### config.mk
export PLATFORM = sky130hd
export DESIGN_NAME = url_percent_decoder_core_flat
export DESIGN_NICKNAME = d
export VERILOG_FILES = /design/src/rtl/pud_pkg.sv /design/src/rtl/pud_in_if.sv /design/src/rtl/pud_out_if.sv /design/src/rtl/pud_front.sv /design/src/rtl/pud_fifo.sv /design/src/rtl/pud_back.sv /design/src/rtl/url_percent_decoder_core.sv /design/src/flat_wrapper.sv
export SDC_FILE = /design/constraint.sdc
export NUM_CORES = 1
export LEC_CHECK = 0
export ABC_AREA = 0
export ABC_CLOCK_PERIOD_IN_PS = 5680
export BUFFER_PORTS_ARGS = -buffer_cell sky130_fd_sc_hd__buf_2
export CORE_UTILIZATION = 40
export DETAILED_ROUTE_END_ITERATION = 8
export PLACE_DENSITY = 0.53
export SYNTH_ARGS = -nofsm -noshare
export SYNTH_HDL_FRONTEND = slang
export SYNTH_SLANG_ARGS = --single-unit
export TNS_END_PERCENT = 50
### constraint.sdc
create_clock -name clk -period 5.68 [get_ports clk]
set_input_delay 0.568 -clock clk [delete_from_list [all_inputs] [get_ports clk]]
set_output_delay 0.568 -clock clk [all_outputs]
set_load 0.03 [all_outputs]
### src/rtl/pud_pkg.sv
// shared types, constants and hex helpers for the percent decoder
package pud_pkg;

  localparam int unsigned BUNDLE_MAX = 3;

  localparam logic [7:0] PCT_CHAR  = 8'h25;
  localparam logic [7:0] TERM_BYTE = 8'h00;

  localparam logic [7:0] CH_0     = 8'h30;
  localparam logic [7:0] CH_9     = 8'h39;
  localparam logic [7:0] CH_LO_A  = 8'h61;
  localparam logic [7:0] CH_LO_F  = 8'h66;
  localparam logic [7:0] CH_UP_A  = 8'h41;
  localparam logic [7:0] CH_UP_F  = 8'h46;
  localparam logic [3:0] HEX_TEN  = 4'd10;

  typedef logic [7:0] byte_t;

  // up to three result bytes produced by one input transaction
  typedef struct packed {
    logic [1:0]             cnt;
    logic                   last;
    logic [BUNDLE_MAX-1:0][7:0] bytes;
  } bundle_t;

  function automatic logic is_hex(input byte_t c);
    return ((c >= CH_0) && (c <= CH_9)) ||
           ((c >= CH_LO_A) && (c <= CH_LO_F)) ||
           ((c >= CH_UP_A) && (c <= CH_UP_F));
  endfunction

  function automatic logic [3:0] hex_value(input byte_t c);
    logic [7:0] d;
    d = 8'h00;
    if ((c >= CH_0) && (c <= CH_9)) begin
      d = c - CH_0;
    end else if ((c >= CH_LO_A) && (c <= CH_LO_F)) begin
      d = c - CH_LO_A + {4'h0, HEX_TEN};
    end else if ((c >= CH_UP_A) && (c <= CH_UP_F)) begin
      d = c - CH_UP_A + {4'h0, HEX_TEN};
    end
    return d[3:0];
  endfunction

endpackage

### src/rtl/pud_in_if.sv
// input channel: encoded text bytes and end marks
interface pud_in_if;
  logic       valid;
  logic       ready;
  logic [7:0] in_byte;
  logic       end_mark;

  modport source (output valid, output in_byte, output end_mark, input ready);
  modport sink   (input valid, input in_byte, input end_mark, output ready);
endinterface

### src/rtl/pud_out_if.sv
// result channel: decoded bytes with terminator flag
interface pud_out_if;
  logic       valid;
  logic       ready;
  logic [7:0] out_byte;
  logic       out_last;

  modport source (output valid, output out_byte, output out_last, input ready);
  modport sink   (input valid, input out_byte, input out_last, output ready);
endinterface

### src/rtl/pud_front.sv
// front end: escape tracking and per-transaction result bundles
module pud_front
  import pud_pkg::*;
(
  input  logic      clk,
  input  logic      rst_n,
  pud_in_if.sink    in_ch,
  input  logic      q_full,
  output logic      q_push,
  output bundle_t   q_data
);

  typedef enum logic [1:0] {
    PH_IDLE  = 2'd0,
    PH_PCT   = 2'd1,
    PH_DIGIT = 2'd2
  } phase_t;

  phase_t     phase_r, phase_nxt;
  byte_t      held_r, held_nxt;
  logic [1:0] pcnt;
  logic       tail_v;
  byte_t      tail;
  logic       do_idle;
  logic       accept;

  assign in_ch.ready = !q_full;
  assign accept      = in_ch.valid && in_ch.ready;

  // classify the byte against the pending escape
  always_comb begin
    pcnt      = 2'd0;
    tail_v    = 1'b0;
    tail      = in_ch.in_byte;
    do_idle   = 1'b0;
    phase_nxt = phase_r;
    held_nxt  = held_r;
    if (in_ch.end_mark) begin
      unique case (phase_r)
        PH_PCT:   pcnt = 2'd1;
        PH_DIGIT: pcnt = 2'd2;
        default:  pcnt = 2'd0;
      endcase
      tail      = TERM_BYTE;
      tail_v    = 1'b1;
      phase_nxt = PH_IDLE;
      held_nxt  = 8'h00;
    end else begin
      unique case (phase_r)
        PH_PCT: begin
          if (is_hex(in_ch.in_byte)) begin
            held_nxt  = in_ch.in_byte;
            phase_nxt = PH_DIGIT;
          end else begin
            pcnt    = 2'd1;
            do_idle = 1'b1;
          end
        end
        PH_DIGIT: begin
          held_nxt = 8'h00;
          if (is_hex(in_ch.in_byte)) begin
            tail      = {hex_value(held_r), hex_value(in_ch.in_byte)};
            tail_v    = 1'b1;
            phase_nxt = PH_IDLE;
          end else begin
            pcnt    = 2'd2;
            do_idle = 1'b1;
          end
        end
        default: do_idle = 1'b1;
      endcase
      // byte handled with no escape pending
      if (do_idle) begin
        if (in_ch.in_byte == PCT_CHAR) begin
          phase_nxt = PH_PCT;
        end else begin
          phase_nxt = PH_IDLE;
          tail_v    = 1'b1;
        end
      end
    end
  end

  // pack literal prefix and tail byte into one bundle
  always_comb begin
    q_data.cnt      = pcnt + {1'b0, tail_v};
    q_data.last     = in_ch.end_mark;
    q_data.bytes[0] = (pcnt == 2'd0) ? tail : PCT_CHAR;
    q_data.bytes[1] = (pcnt == 2'd2) ? held_r : tail;
    q_data.bytes[2] = tail;
    q_push          = accept && (q_data.cnt != 2'd0);
  end

  // escape state
  always_ff @(posedge clk) begin
    if (!rst_n) begin
      phase_r <= PH_IDLE;
      held_r  <= 8'h00;
    end else if (accept) begin
      phase_r <= phase_nxt;
      held_r  <= held_nxt;
    end
  end

endmodule

### src/rtl/pud_fifo.sv
// small bundle queue between front and back ends
module pud_fifo
  import pud_pkg::*;
#(
  parameter int unsigned DEPTH = 4
) (
  input  logic    clk,
  input  logic    rst_n,
  input  logic    push,
  input  bundle_t wr_data,
  input  logic    pop,
  output logic    full,
  output logic    rd_valid,
  output bundle_t rd_data
);

  localparam int unsigned AW = (DEPTH > 1) ? $clog2(DEPTH) : 1;
  localparam int unsigned CW = $clog2(DEPTH + 1);
  localparam logic [AW-1:0] LAST_SLOT = AW'(DEPTH - 1);
  localparam logic [CW-1:0] FULL_CNT  = CW'(DEPTH);

  bundle_t       mem_r [DEPTH];
  logic [AW-1:0] wr_ptr_r, rd_ptr_r;
  logic [CW-1:0] count_r;

  assign full     = (count_r == FULL_CNT);
  assign rd_valid = (count_r != '0);
  assign rd_data  = mem_r[rd_ptr_r];

  // storage
  always_ff @(posedge clk) begin
    if (push) begin
      mem_r[wr_ptr_r] <= wr_data;
    end
  end

  // pointers and fill level
  always_ff @(posedge clk) begin
    if (!rst_n) begin
      wr_ptr_r <= '0;
      rd_ptr_r <= '0;
      count_r  <= '0;
    end else begin
      if (push) begin
        wr_ptr_r <= (wr_ptr_r == LAST_SLOT) ? '0 : wr_ptr_r + 1'b1;
      end
      if (pop) begin
        rd_ptr_r <= (rd_ptr_r == LAST_SLOT) ? '0 : rd_ptr_r + 1'b1;
      end
      if (push && !pop) begin
        count_r <= count_r + 1'b1;
      end else if (pop && !push) begin
        count_r <= count_r - 1'b1;
      end
    end
  end

endmodule

### src/rtl/pud_back.sv
// back end: serialises bundles into the registered result channel
module pud_back
  import pud_pkg::*;
(
  input  logic      clk,
  input  logic      rst_n,
  input  logic      q_valid,
  input  bundle_t   q_data,
  output logic      q_pop,
  pud_out_if.source out_ch
);

  bundle_t    cur_r;
  logic       cur_valid_r;
  logic [1:0] idx_r;
  logic       out_valid_r;
  byte_t      out_byte_r;
  logic       out_last_r;
  logic       adv;
  logic       last_elem;
  logic       load;
  byte_t      sel_byte;

  assign out_ch.valid    = out_valid_r;
  assign out_ch.out_byte = out_byte_r;
  assign out_ch.out_last = out_last_r;

  // output slot is free when empty or being taken
  always_comb begin
    adv       = !out_valid_r || out_ch.ready;
    last_elem = (idx_r == (cur_r.cnt - 2'd1));
    load      = q_valid && (!cur_valid_r || (adv && last_elem));
    q_pop     = load;
    case (idx_r)
      2'd0:    sel_byte = cur_r.bytes[0];
      2'd1:    sel_byte = cur_r.bytes[1];
      default: sel_byte = cur_r.bytes[2];
    endcase
  end

  // control: bundle occupancy, element index, output valid
  always_ff @(posedge clk) begin
    if (!rst_n) begin
      cur_valid_r <= 1'b0;
      idx_r       <= 2'd0;
      out_valid_r <= 1'b0;
    end else begin
      if (adv) begin
        out_valid_r <= cur_valid_r;
        if (cur_valid_r) begin
          idx_r <= idx_r + 2'd1;
        end
      end
      if (load) begin
        cur_valid_r <= 1'b1;
        idx_r       <= 2'd0;
      end else if (adv && cur_valid_r && last_elem) begin
        cur_valid_r <= 1'b0;
      end
    end
  end

  // payload registers
  always_ff @(posedge clk) begin
    if (load) begin
      cur_r <= q_data;
    end
    if (adv && cur_valid_r) begin
      out_byte_r <= sel_byte;
      out_last_r <= cur_r.last && last_elem;
    end
  end

endmodule

### src/rtl/url_percent_decoder_core.sv
// top level of the streaming url percent decoder
//
// in_ch carries one encoded byte (in_byte) or an end mark (end_mark) per
// transaction; out_ch carries decoded bytes, with out_last set on the zero
// terminator that closes each string. A '%' and two hex digits (either case)
// become one byte; a broken escape is passed through literally.
// Throughput: one input transaction per cycle while the bundle queue has
// room. Each input gives zero to three result bytes, and the back end sends
// one result per cycle while out_ch is ready, so a run of inputs that each
// give more than one result is limited by the single result port and backs
// up in the queue. A result passes through the queue, the bundle register
// and the output register, in that order, before it reaches out_ch; it
// waits longer if results queue.
// When out_ch stalls the output register holds, the queue fills and
// in_ch.ready drops once QUEUE_DEPTH bundles are waiting; nothing is lost or
// repeated.
// Reset (rst_n low, synchronous) clears the escape state, empties the queue
// and drops out_ch.valid; there is no clearing pass.
module url_percent_decoder_core
  import pud_pkg::*;
#(
  parameter int unsigned QUEUE_DEPTH = 4
) (
  input  logic      clk,
  input  logic      rst_n,
  pud_in_if.sink    in_ch,
  pud_out_if.source out_ch
);

  logic    q_full;
  logic    q_push;
  logic    q_pop;
  logic    q_valid;
  bundle_t q_wr_data;
  bundle_t q_rd_data;

  // classify and build bundles
  pud_front u_front (
    .clk    (clk),
    .rst_n  (rst_n),
    .in_ch  (in_ch),
    .q_full (q_full),
    .q_push (q_push),
    .q_data (q_wr_data)
  );

  // decouple the two ends
  pud_fifo #(
    .DEPTH (QUEUE_DEPTH)
  ) u_fifo (
    .clk      (clk),
    .rst_n    (rst_n),
    .push     (q_push),
    .wr_data  (q_wr_data),
    .pop      (q_pop),
    .full     (q_full),
    .rd_valid (q_valid),
    .rd_data  (q_rd_data)
  );

  // emit one result per cycle while out_ch is ready
  pud_back u_back (
    .clk     (clk),
    .rst_n   (rst_n),
    .q_valid (q_valid),
    .q_data  (q_rd_data),
    .q_pop   (q_pop),
    .out_ch  (out_ch)
  );

`ifndef SYNTHESIS
  // the terminator is always a zero byte
  a_last_is_zero: assert property (@(posedge clk) disable iff (!rst_n)
    out_ch.valid && out_ch.out_last |-> out_ch.out_byte == TERM_BYTE)
    else $error("terminator carries a non-zero byte");

  // the front never writes into a full queue
  a_no_overflow: assert property (@(posedge clk) disable iff (!rst_n)
    q_push |-> !q_full)
    else $error("bundle queue overflow");

  // the back never reads an empty queue
  a_no_underflow: assert property (@(posedge clk) disable iff (!rst_n)
    q_pop |-> q_valid)
    else $error("bundle queue underflow");

  // reset leaves no result pending
  a_reset_clears_out: assert property (@(posedge clk)
    !rst_n |=> !out_ch.valid)
    else $error("result valid after reset");
`endif

endmodule
### src/flat_wrapper.sv
// flat-port wrapper written by rule: the top's interface ports become plain ports
module url_percent_decoder_core_flat import pud_pkg::*;
#(
  parameter int unsigned QUEUE_DEPTH = 4
)
  (clk, rst_n, in_ch_valid, in_ch_in_byte, in_ch_end_mark, in_ch_ready, out_ch_valid, out_ch_out_byte, out_ch_out_last, out_ch_ready);
  pud_in_if in_ch_i ();
  pud_out_if out_ch_i ();
  input  logic clk;
  input  logic rst_n;
  input wire logic [$bits(in_ch_i.valid)-1:0] in_ch_valid;
  input wire logic [$bits(in_ch_i.in_byte)-1:0] in_ch_in_byte;
  input wire logic [$bits(in_ch_i.end_mark)-1:0] in_ch_end_mark;
  output wire logic [$bits(in_ch_i.ready)-1:0] in_ch_ready;
  output wire logic [$bits(out_ch_i.valid)-1:0] out_ch_valid;
  output wire logic [$bits(out_ch_i.out_byte)-1:0] out_ch_out_byte;
  output wire logic [$bits(out_ch_i.out_last)-1:0] out_ch_out_last;
  input wire logic [$bits(out_ch_i.ready)-1:0] out_ch_ready;
  assign in_ch_i.valid = in_ch_valid;
  assign in_ch_i.in_byte = in_ch_in_byte;
  assign in_ch_i.end_mark = in_ch_end_mark;
  assign in_ch_ready = in_ch_i.ready;
  assign out_ch_valid = out_ch_i.valid;
  assign out_ch_out_byte = out_ch_i.out_byte;
  assign out_ch_out_last = out_ch_i.out_last;
  assign out_ch_i.ready = out_ch_ready;
  url_percent_decoder_core #(.QUEUE_DEPTH(QUEUE_DEPTH)) u_core (.clk(clk), .rst_n(rst_n), .in_ch(in_ch_i), .out_ch(out_ch_i));
endmodule
Yosys cells after proc, flatten, opt, wreduce, memory -nomap -nowiden
Memory sizes are Yosys's and may differ from the RTL's. A register that Yosys moved wholly into a read port is not among the register bits.
Index checks and enable logic that the tools add are counted.
Cells by class
  $add $sub $neg: 17
  order comparisons: 12
  eq/ne operators: 12
  mux-type cells: 42
  bitwise gates (word level): 1
  reductions and logical operators: 37
Operator list (count)
  $mux W8: 7
  $ge A8 B7 Y1 const B: 4
  $le A8 B7 Y1 const B: 4
  $pmux W8 S2: 2
  $mux W4: 6
  $sub A4 B1 Y4 const B: 6
  $add A4 B4 Y4 const B: 4
  $ge A8 B6 Y1 const B: 2
  $le A8 B6 Y1 const B: 2
  $mux W2: 8
  $logic_and A1 B1 Y1: 15
  $mux W1: 14
  $pmux W2 S2: 3
  $eq A2 B2 Y1 const B: 4
  $eq A8 B6 Y1 const B: 1
  $ne A4 B4 Y1 const B: 2
  $add A2 B1 Y2 const B: 3
  $mux W3: 2
  $reduce_bool A2 Y1: 3
  $reduce_bool A3 Y1: 2
  $logic_not A1 Y1: 5
  $eq A2 B1 Y1 const B: 2
  $logic_not A2 Y1: 2
  $logic_or A1 B1 Y1: 4
  13 further kinds: 14
Storage, ports and cells
  register bits after elaboration: 30
  RAM bits: 108
  bits of input ports: 13
  output and inout bits: 11
  memories: 1
Memory list
  u_core.u_fifo.mem_r: depth 4, width 27, read ports 1, clocked after memory_dff 1, wr ports 1, line pud_fifo.sv:22  | bundle_t mem_r [DEPTH];

Longest topological paths before layout
Gate-level depths: netlist of run 1.
  depth in word-level cells: 16
  mapped depth: 17
  gate-level depth less buffers: 17

By module
Synthesis of run 1 repeated with hierarchy kept, for this count alone.
Second synthesis, totals
  cells, all modules: 450
  area total of the unflattened synthesis: 7159.4 um^2
By module, submodules not included
  pud_fifo: instances 1, cells an instance 185, area each 4403.0 um^2, sequential area each 3423.3 um^2
  pud_back: instances 1, cells an instance 91, area each 1487.7 um^2, sequential area each 1161.1 um^2
  pud_front: instances 1, cells an instance 174, area each 1268.7 um^2, sequential area each 200.2 um^2

Worst setup path after synthesis of run 1
No wires, ideal clock.
  path kind: input -> register
  start: input in_ch_in_byte[1]
  end: register u_core.u_fifo.count_r[2]
  data arrival time: 4.185 ns
  data required time: 5.610 ns
  path slack: 1.425 ns
  stages: 17
  path buffers: 0
  cell sequence: inv_1 ha_1 or3b_4 a211oi_4 nor2_1 nor2_1 nand2_1 ha_1 nand4b_1 o311ai_0 a211oi_2 ha_1 inv_1 fa_1 xor2_1 or3_1 a21oi_1
RTL lines
  start: declaration: line flat_wrapper.sv:12  | input wire logic [$bits(in_ch_i.in_byte)-1:0] in_ch_in_byte;
  end signal: assignment: line pud_fifo.sv:51  | count_r <= count_r + 1'b1;
  end signal: assignment: line pud_fifo.sv:53  | count_r <= count_r - 1'b1;
  end: declaration: line pud_fifo.sv:24  | logic [CW-1:0] count_r;

==> results.ini, run 1 <==
[routing]
vias=3825
wire_per_inst_um=19.1
drc=0
drt_iter0_drc=232
drt-total-wl_um=13800
first_pass_iters=5
detail_route.vias_per_cell=5.31
antenna_left=0

[synthesis]
synth_area_leaders=edfxtp_1 61%, mux4_2 8.6%, dfxtp_1 6.0%, ha_1 3.2%, nand2_1 1.9%
yosys_warnings=0
syn-num-nets=483
synth.avg_cell_area_um2=15.6
synth-edff-count=144
synth_top_area_share_pct=61.4
synth.distinct_cells=64
async_reset_ff_share_pct=0
syn_area_um2=7040
netlist.top_cell.by_area=edfxtp_1
netlist_top_cells_count=144 x edfxtp_1, 35 x nand2_1, 27 x mux4_2, 23 x inv_1, 21 x dfxtp_1
ys_seq_area_share_pct=67.4
synth_flop_cell=edfxtp_1
yosysMostFrequentCell=edfxtp_1
ys_ff_latch=165
syn_inst=451

[die]
dieWidth_um=135
initial_core_util_pct=40.9
die_y_um=135
pin_count=24
rows=48
dieArea_um2=18100
core-area_um2=17200

[timing]
holdWs_ps=451
rsz0062_at_grt=no
max_freq_mhz=225
fin_crit_sh_pct=78.3
setup_viol=0
hold_viol=0
max_slew_margin_pct=28.1
tightest_slew_ps=1070
final-max-slew-violation-count=0
finClkSkew_ps=7.18
tns_ps=0
min_period_ps=4450

[critical_path]
reg2reg_from=u_core.u_front.phase_r[0]
crit_top_cell=ha_1
cp-end-kind=register
reg2reg_to=u_core.u_fifo.count_r[2]
crit_path_top_delay_cell=a211oi_2
crit_chain=buf_2 -> inv_1 -> ha_1 -> or3b_4 -> a211oi_4 -> nor2_1 -> nor2_1 -> nand2_1 -> ha_1 -> nand4b_1 -> o311ai_0 -> a211oi_2 -> ha_1 -> inv_1 -> fa_1 -> xor2_1 -> or3_1 -> a21oi_1
path_buf_inv=3
cp.required_ps=6030
cp_max_fo=9
path_class=input pin to register
crit_arrival_ps=4790
r2r_slack_ps=1580
crit_path_max_incr_delay_ps=470
cp-start-kind=input pin
r2r_cells=16
critical-path-top-delay-family=simple AND/OR/NAND/NOR gates

[global_route]
antenna_found_initial=0
grt_usage_pct=16.7
grt_max_degree=31
grt_pass1_wl_um=21900
first_global_vias=3996
grt-ovfl-total=0

[power]
vdd_drop_max_v=0.000263
leakage_nw=2.73
powerDensity_nw_per_um2=454

[clock_network]
cts_buffer_depth=2
postCtsSetupBuffers=0
cts-root-buf=clkbuf_16
htreeDepth=4
clkTransAtPathRegs_ps=60
cts_sinks=165
clock_latency_ps=420
numCtsBuffers=17
cts_resized=0
ctsHoldBuffers=0
cts_tree=done

[run]
maxCapViolCount=0

[run_status]
status=completed

[min_path]
hp-start=in_ch_in_byte[0]
hold_depth=3
hold_end=u_core.u_front.held_r[0]
hold_class=input pin to register

[placed_design]
port-buffer-count=23
dpl.hpwl_um=8630
place.gp.congestion=0.817

[layout]
n_antenna_cell=0
syn_to_final_growth_pct=13.4
layout.nets=515
drive_above_1_share_pct=21.6

worst reg2reg max path, delay by kind of cell, from the launching register on:
family | cells | cell delay [ps]
fa+ha+maj | 4 | 1280
flops | 1 | 320
xor+xnor | 1 | 180
compound gates | 3 | 770
buf+inv | 2 | 120
simple gates | 6 | 1320
worst max-delay path by stage:
stage,from,end,slack [ps],cells after the start
final,in_ch_in_byte[0],u_core.u_fifo.count_r[2],1230,18
after global routing,in_ch_in_byte[0],u_core.u_fifo.count_r[2],970,18
after CTS,in_ch_in_byte[0],u_core.u_fifo.count_r[2],1220,18
after detailed placement,in_ch_in_byte[0],u_core.u_fifo.count_r[2],800,18
after global placement,in_ch_in_byte[0],u_core.u_fifo.count_r[2],980,18
after floorplan,in_ch_in_byte[1],u_core.u_fifo.count_r[2],1420,17
state kept, by name, indices dropped and copies added, names as in the netlist:
name                           cells
u_core.u_fifo.mem_r              108
u_core.u_back.cur_r               27
u_core.u_back.out_ch.out_byte      8
u_core.u_front.held_r              8
u_core.u_fifo.count_r              3
u_core.u_back.idx_r                2
u_core.u_fifo.rd_ptr_r             2
u_core.u_fifo.wr_ptr_r             2
u_core.u_front.phase_r             2
u_core.u_back.cur_valid_r          1
u_core.u_back.out_ch.out_last      1
u_core.u_back.out_ch.valid         1
cell usage in the layout (no fill, tap or decap), types with 3 or more instances in the layout:
cell type and count:
clkbuf_16 17, a21o_1 6, o22ai_1 3, mux4_2 27
and2_1 12, a22oi_1 9, clkinv_4 4, inv_6 4
dfxtp_1 19, mux2_2 5, o21ai_0 7, edfxtp_1 144
mux2i_1 7, nand2_1 35, nor2_1 17, inv_1 23
nand3_1 4, ha_1 18, a21oi_1 20, nand2b_1 5
nor4_1 3, buf_4 6, buf_2 23, o21a_1 4
nor3_1 9, xnor2_1 3
through the flow:
step	setup WS, ps	area [µm²]	util (%)	total power [mW]	cells
3_3_place_gp	981	7430	43.1	2.57	689
5_1_grt	975	7990	46.3	3.80	721
2_1_floorplan	1420	7040	-	2.33	451
3_5_place_dp	802	7430	43.1	2.59	689
6_report	1230	7990	46.3	3.62	721
4_1_cts	1220	7990	46.3	3.67	721
layer usage:
metal | routed length (µm) | global-route usage (%) | share of wire, %
met5 | 0 | 0 | 0
met4 | 169 | 5.87 | 1.2
met3 | 456 | 4.05 | 3.3
met2 | 6680 | 26.7 | 48
met1 | 6490 | 22.3 | 47
cell families after synthesis:
kind of cell	Yosys count	share of synthesized area, %
AO/OA/AOI/OAI	68	6.84
XOR/XNOR	5	0.622
adder cells (fa/ha/maj)	19	3.48
buffers and inverters	39	2.10
flip-flops	165	67.4
multiplexers	41	10.9
AND/OR/NAND/NOR	114	8.74
where the power goes:
part	switching (mW)	leakage (nW)	internal [mW]
combinational	0.478	0.945	0.322
sequential	0.104	1.52	1.64
clock	0.470	0.269	0.607
layout make-up:
| type | instances | area, µm² |
|---|---|---|
| inverter | 23 | 86.3 |
| sequential | 165 | 4750 |
| multi-input combinational | 247 | 2150 |
| clock inverter | 14 | 129 |
| tap | 225 | 282 |
| fill | 1497 | 9250 |
| timing repair buffer | 29 | 160 |
| clock buffer | 18 | 429 |
(Power assumes the default switching activity.)
==> run 2: changes to the inputs <==
ABC_CLOCK_PERIOD_IN_PS = 3800   (was 5680)
PLACE_DENSITY = 0.56   (was 0.53)
clock period = 3.8 ns   (was 5.68 ns; I/O delays follow)
==> run 2 against run 1 <==
  * Worst setup slack got worse by 840 ps
  * First-iteration DRC count is 4.7% lower
  * Critical path depth unchanged
  * Clock-buffer cell count is the same
  * Sequential power grew 52%
  * Combinational power up 45%
  * Non-clock buffer count up 9
  * Final cell count increased by 1.2%
==> results.ini, run 2 (synthesis gave the netlist of run 1 again) <==
[critical_path]
cp-start-kind=input pin
crit_arrival_ps=3760  ; -1030 ps
crit_path_top_delay_cell=or3b_4
cp_max_fo=8  ; -1
critical-path-top-delay-family=simple AND/OR/NAND/NOR gates
cp.required_ps=4140  ; -1890 ps
crit_chain=buf_2 -> inv_2 -> ha_4 -> or3b_4 -> a211o_1 -> nand2_1 -> nand2_1 -> a21oi_1 -> ha_4 -> nand4b_1 -> o311ai_2 -> a211oi_2 -> ha_2 -> inv_2 -> fa_2 -> xor2_1 -> or3_1 -> a21oi_1
crit_path_max_incr_delay_ps=390  ; -80 ps
path_class=input pin to register
cp-end-kind=register
path_buf_inv=3  ; unchanged

[routing]
wire_per_inst_um=18.3  ; -4.5%
drt-total-wl_um=13300  ; -3.3%
drt_iter0_drc=221  ; -4.7%
antenna_left=0  ; unchanged
detail_route.vias_per_cell=5.25  ; -1.1%
first_pass_iters=4  ; -1
vias=3830  ; +0.13%
drc=0  ; unchanged

[power]
powerDensity_nw_per_um2=671  ; +48%
switchingPower_mw=1.55  ; +48%
power.share.sequential_pct=48.4  ; +0.2 points
pwr-share-comb_pct=21.2  ; -0.9 points
vdd_drop_max_v=0.000332  ; +26%
p_int_mw=3.94  ; +53%
p_clk_share_pct=30.3  ; +0.6 points
leakage_nw=2.80  ; +2.3%
p_sw_share_pct=28.3  ; -0.74 points

[layout]
syn_to_final_growth_pct=16.2
drive_above_1_share_pct=25.1  ; +3.6 points
area.sequential_um2=4750  ; unchanged
largest_register_ffs=108  ; unchanged
most-common-layout-cells=144 x edfxtp_1, 35 x nand2_1, 27 x mux4_2
fillers=1457  ; -2.7%
final_common_cell=edfxtp_1
fin_area_um2=8180  ; +2.5%
top_register=u_core.u_fifo.mem_r
final_util_pct=47.5  ; +1.1 points
top_regs=u_core.u_fifo.mem_r (108), u_core.u_back.cur_r (27)
multi_input_area_um2=2210  ; +2.4%
layout.nets=524  ; +1.7%
n_antenna_cell=0  ; unchanged

[run_status]
status=completed

[timing]
finClkSkew_ps=7.24  ; +0.0622 ps
rsz0062_at_grt=no
tightest_slew_ps=1060  ; -7.74 ps
hold_viol=0  ; unchanged
holdWs_ps=264  ; -186 ps
finalWorstSetupSlack_ps=388  ; -845 ps
min_period_ps=3410
max_freq_mhz=293
max_slew_margin_pct=28.6  ; +0.47 points
fin_crit_sh_pct=89.8
setup_viol=0  ; unchanged
tns_ps=0  ; unchanged
final-max-slew-violation-count=0  ; unchanged

[global_route]
grt_usage_pct=16.1  ; -0.62 points
first_global_vias=3875  ; -3.0%
antenna_found_initial=0  ; unchanged
grt-ovfl-total=0  ; unchanged
grt_max_degree=30  ; -3.2%
grt_pass1_wl_um=21300  ; -2.7%

[die]
die_y_um=135  ; unchanged
initial_core_util_pct=40.9  ; unchanged
dieWidth_um=135  ; unchanged
core-area_um2=17200  ; unchanged
rows=48  ; unchanged
dieArea_um2=18100  ; unchanged
pin_count=24  ; unchanged

[clock_network]
htreeDepth=4  ; unchanged
postCtsSetupBuffers=0  ; unchanged
cts-root-buf=clkbuf_16
cts_resized=0  ; unchanged
clock_latency_ps=420  ; about the same
cts_tree=done
ctsHoldBuffers=0  ; unchanged
clkTransAtPathRegs_ps=60  ; about the same
cts_sinks=165  ; unchanged
cts_buffer_depth=2  ; unchanged
numCtsBuffers=17  ; unchanged

[placed_design]
dpl.hpwl_um=8680  ; +0.55%
place.gp.congestion=0.828  ; +1.4%
port-buffer-count=23  ; unchanged
postPlaceCellArea_um2=7600  ; +2.3%
place_ws_ps=-47.9  ; -850 ps

[run]
maxCapViolCount=0  ; unchanged

[min_path]
hold_class=input pin to register

run 2: changes by cell type in the layout (fill, tap and decap cells not counted), sizes merged:
| cell | delta |
|---|---|
| buf | +9 |
| bufinv | +1 |
| clkinvlp | +1 |
| inv | -2 |
run 2: routing by layer:
metal / up-vias / wire, µm / global-route usage, %
met1: 1907 / 6330 / 21.6
met3: 18 / 563 / 3.64
met5: - / 0 / 0
met2: 76 / 6220 / 25.7
li1: 1829 / - / -
met4: 0 / 215 / 5.81
run 2: area by class of cell:
| class | instances | share of cell area [%] |
|---|---|---|
| inverters | 23 | 1.09 |
| well taps | 225 | 3.44 |
| multi-input cells | 247 | 27.0 |
| clock inverters | 14 | 1.88 |
| flip-flops and latches | 165 | 58.0 |
| repair buffers | 38 | 3.39 |
| clock buffers | 18 | 5.24 |
run 2: power by group through the flow:
stage	clock, mW	combinational, mW	sequential, mW
after global routing	1.76	1.29	2.71
final	1.67	1.16	2.66
after detailed placement	0	1.19	2.71
after floorplan	0	0.827	2.67
after global placement	0	1.17	2.70
after CTS	1.70	1.19	2.67
run 2: worst paths after layout:
kind / startpoint / to / slack, ps / depth (start not counted)
worst max-delay path: in_ch_in_byte[0] / u_core.u_fifo.count_r[2] / 390 / 18
worst min register to register: u_core.u_front.phase_r[1] / u_core.u_front.phase_r[1] / 470 / 2
worst min-delay path: in_ch_in_byte[4] / u_core.u_front.held_r[4] / 260 / 3
worst max register to register: u_core.u_front.phase_r[0] / u_core.u_fifo.count_r[2] / 570 / 16
run 2: worst min-delay path: stages:
cell	delay (ps)
buf_2	140
nand2_1	60
a21oi_1	50
run 2: through the flow:
| stage | instances | power (mW) |
|---|---|---|
| finish | 730 | 5.49 |
| global route | 730 | 5.76 |
| CTS | 730 | 5.56 |
| detailed placement | 698 | 3.90 |
| global placement | 698 | 3.87 |
| floorplan | 451 | 3.50 |
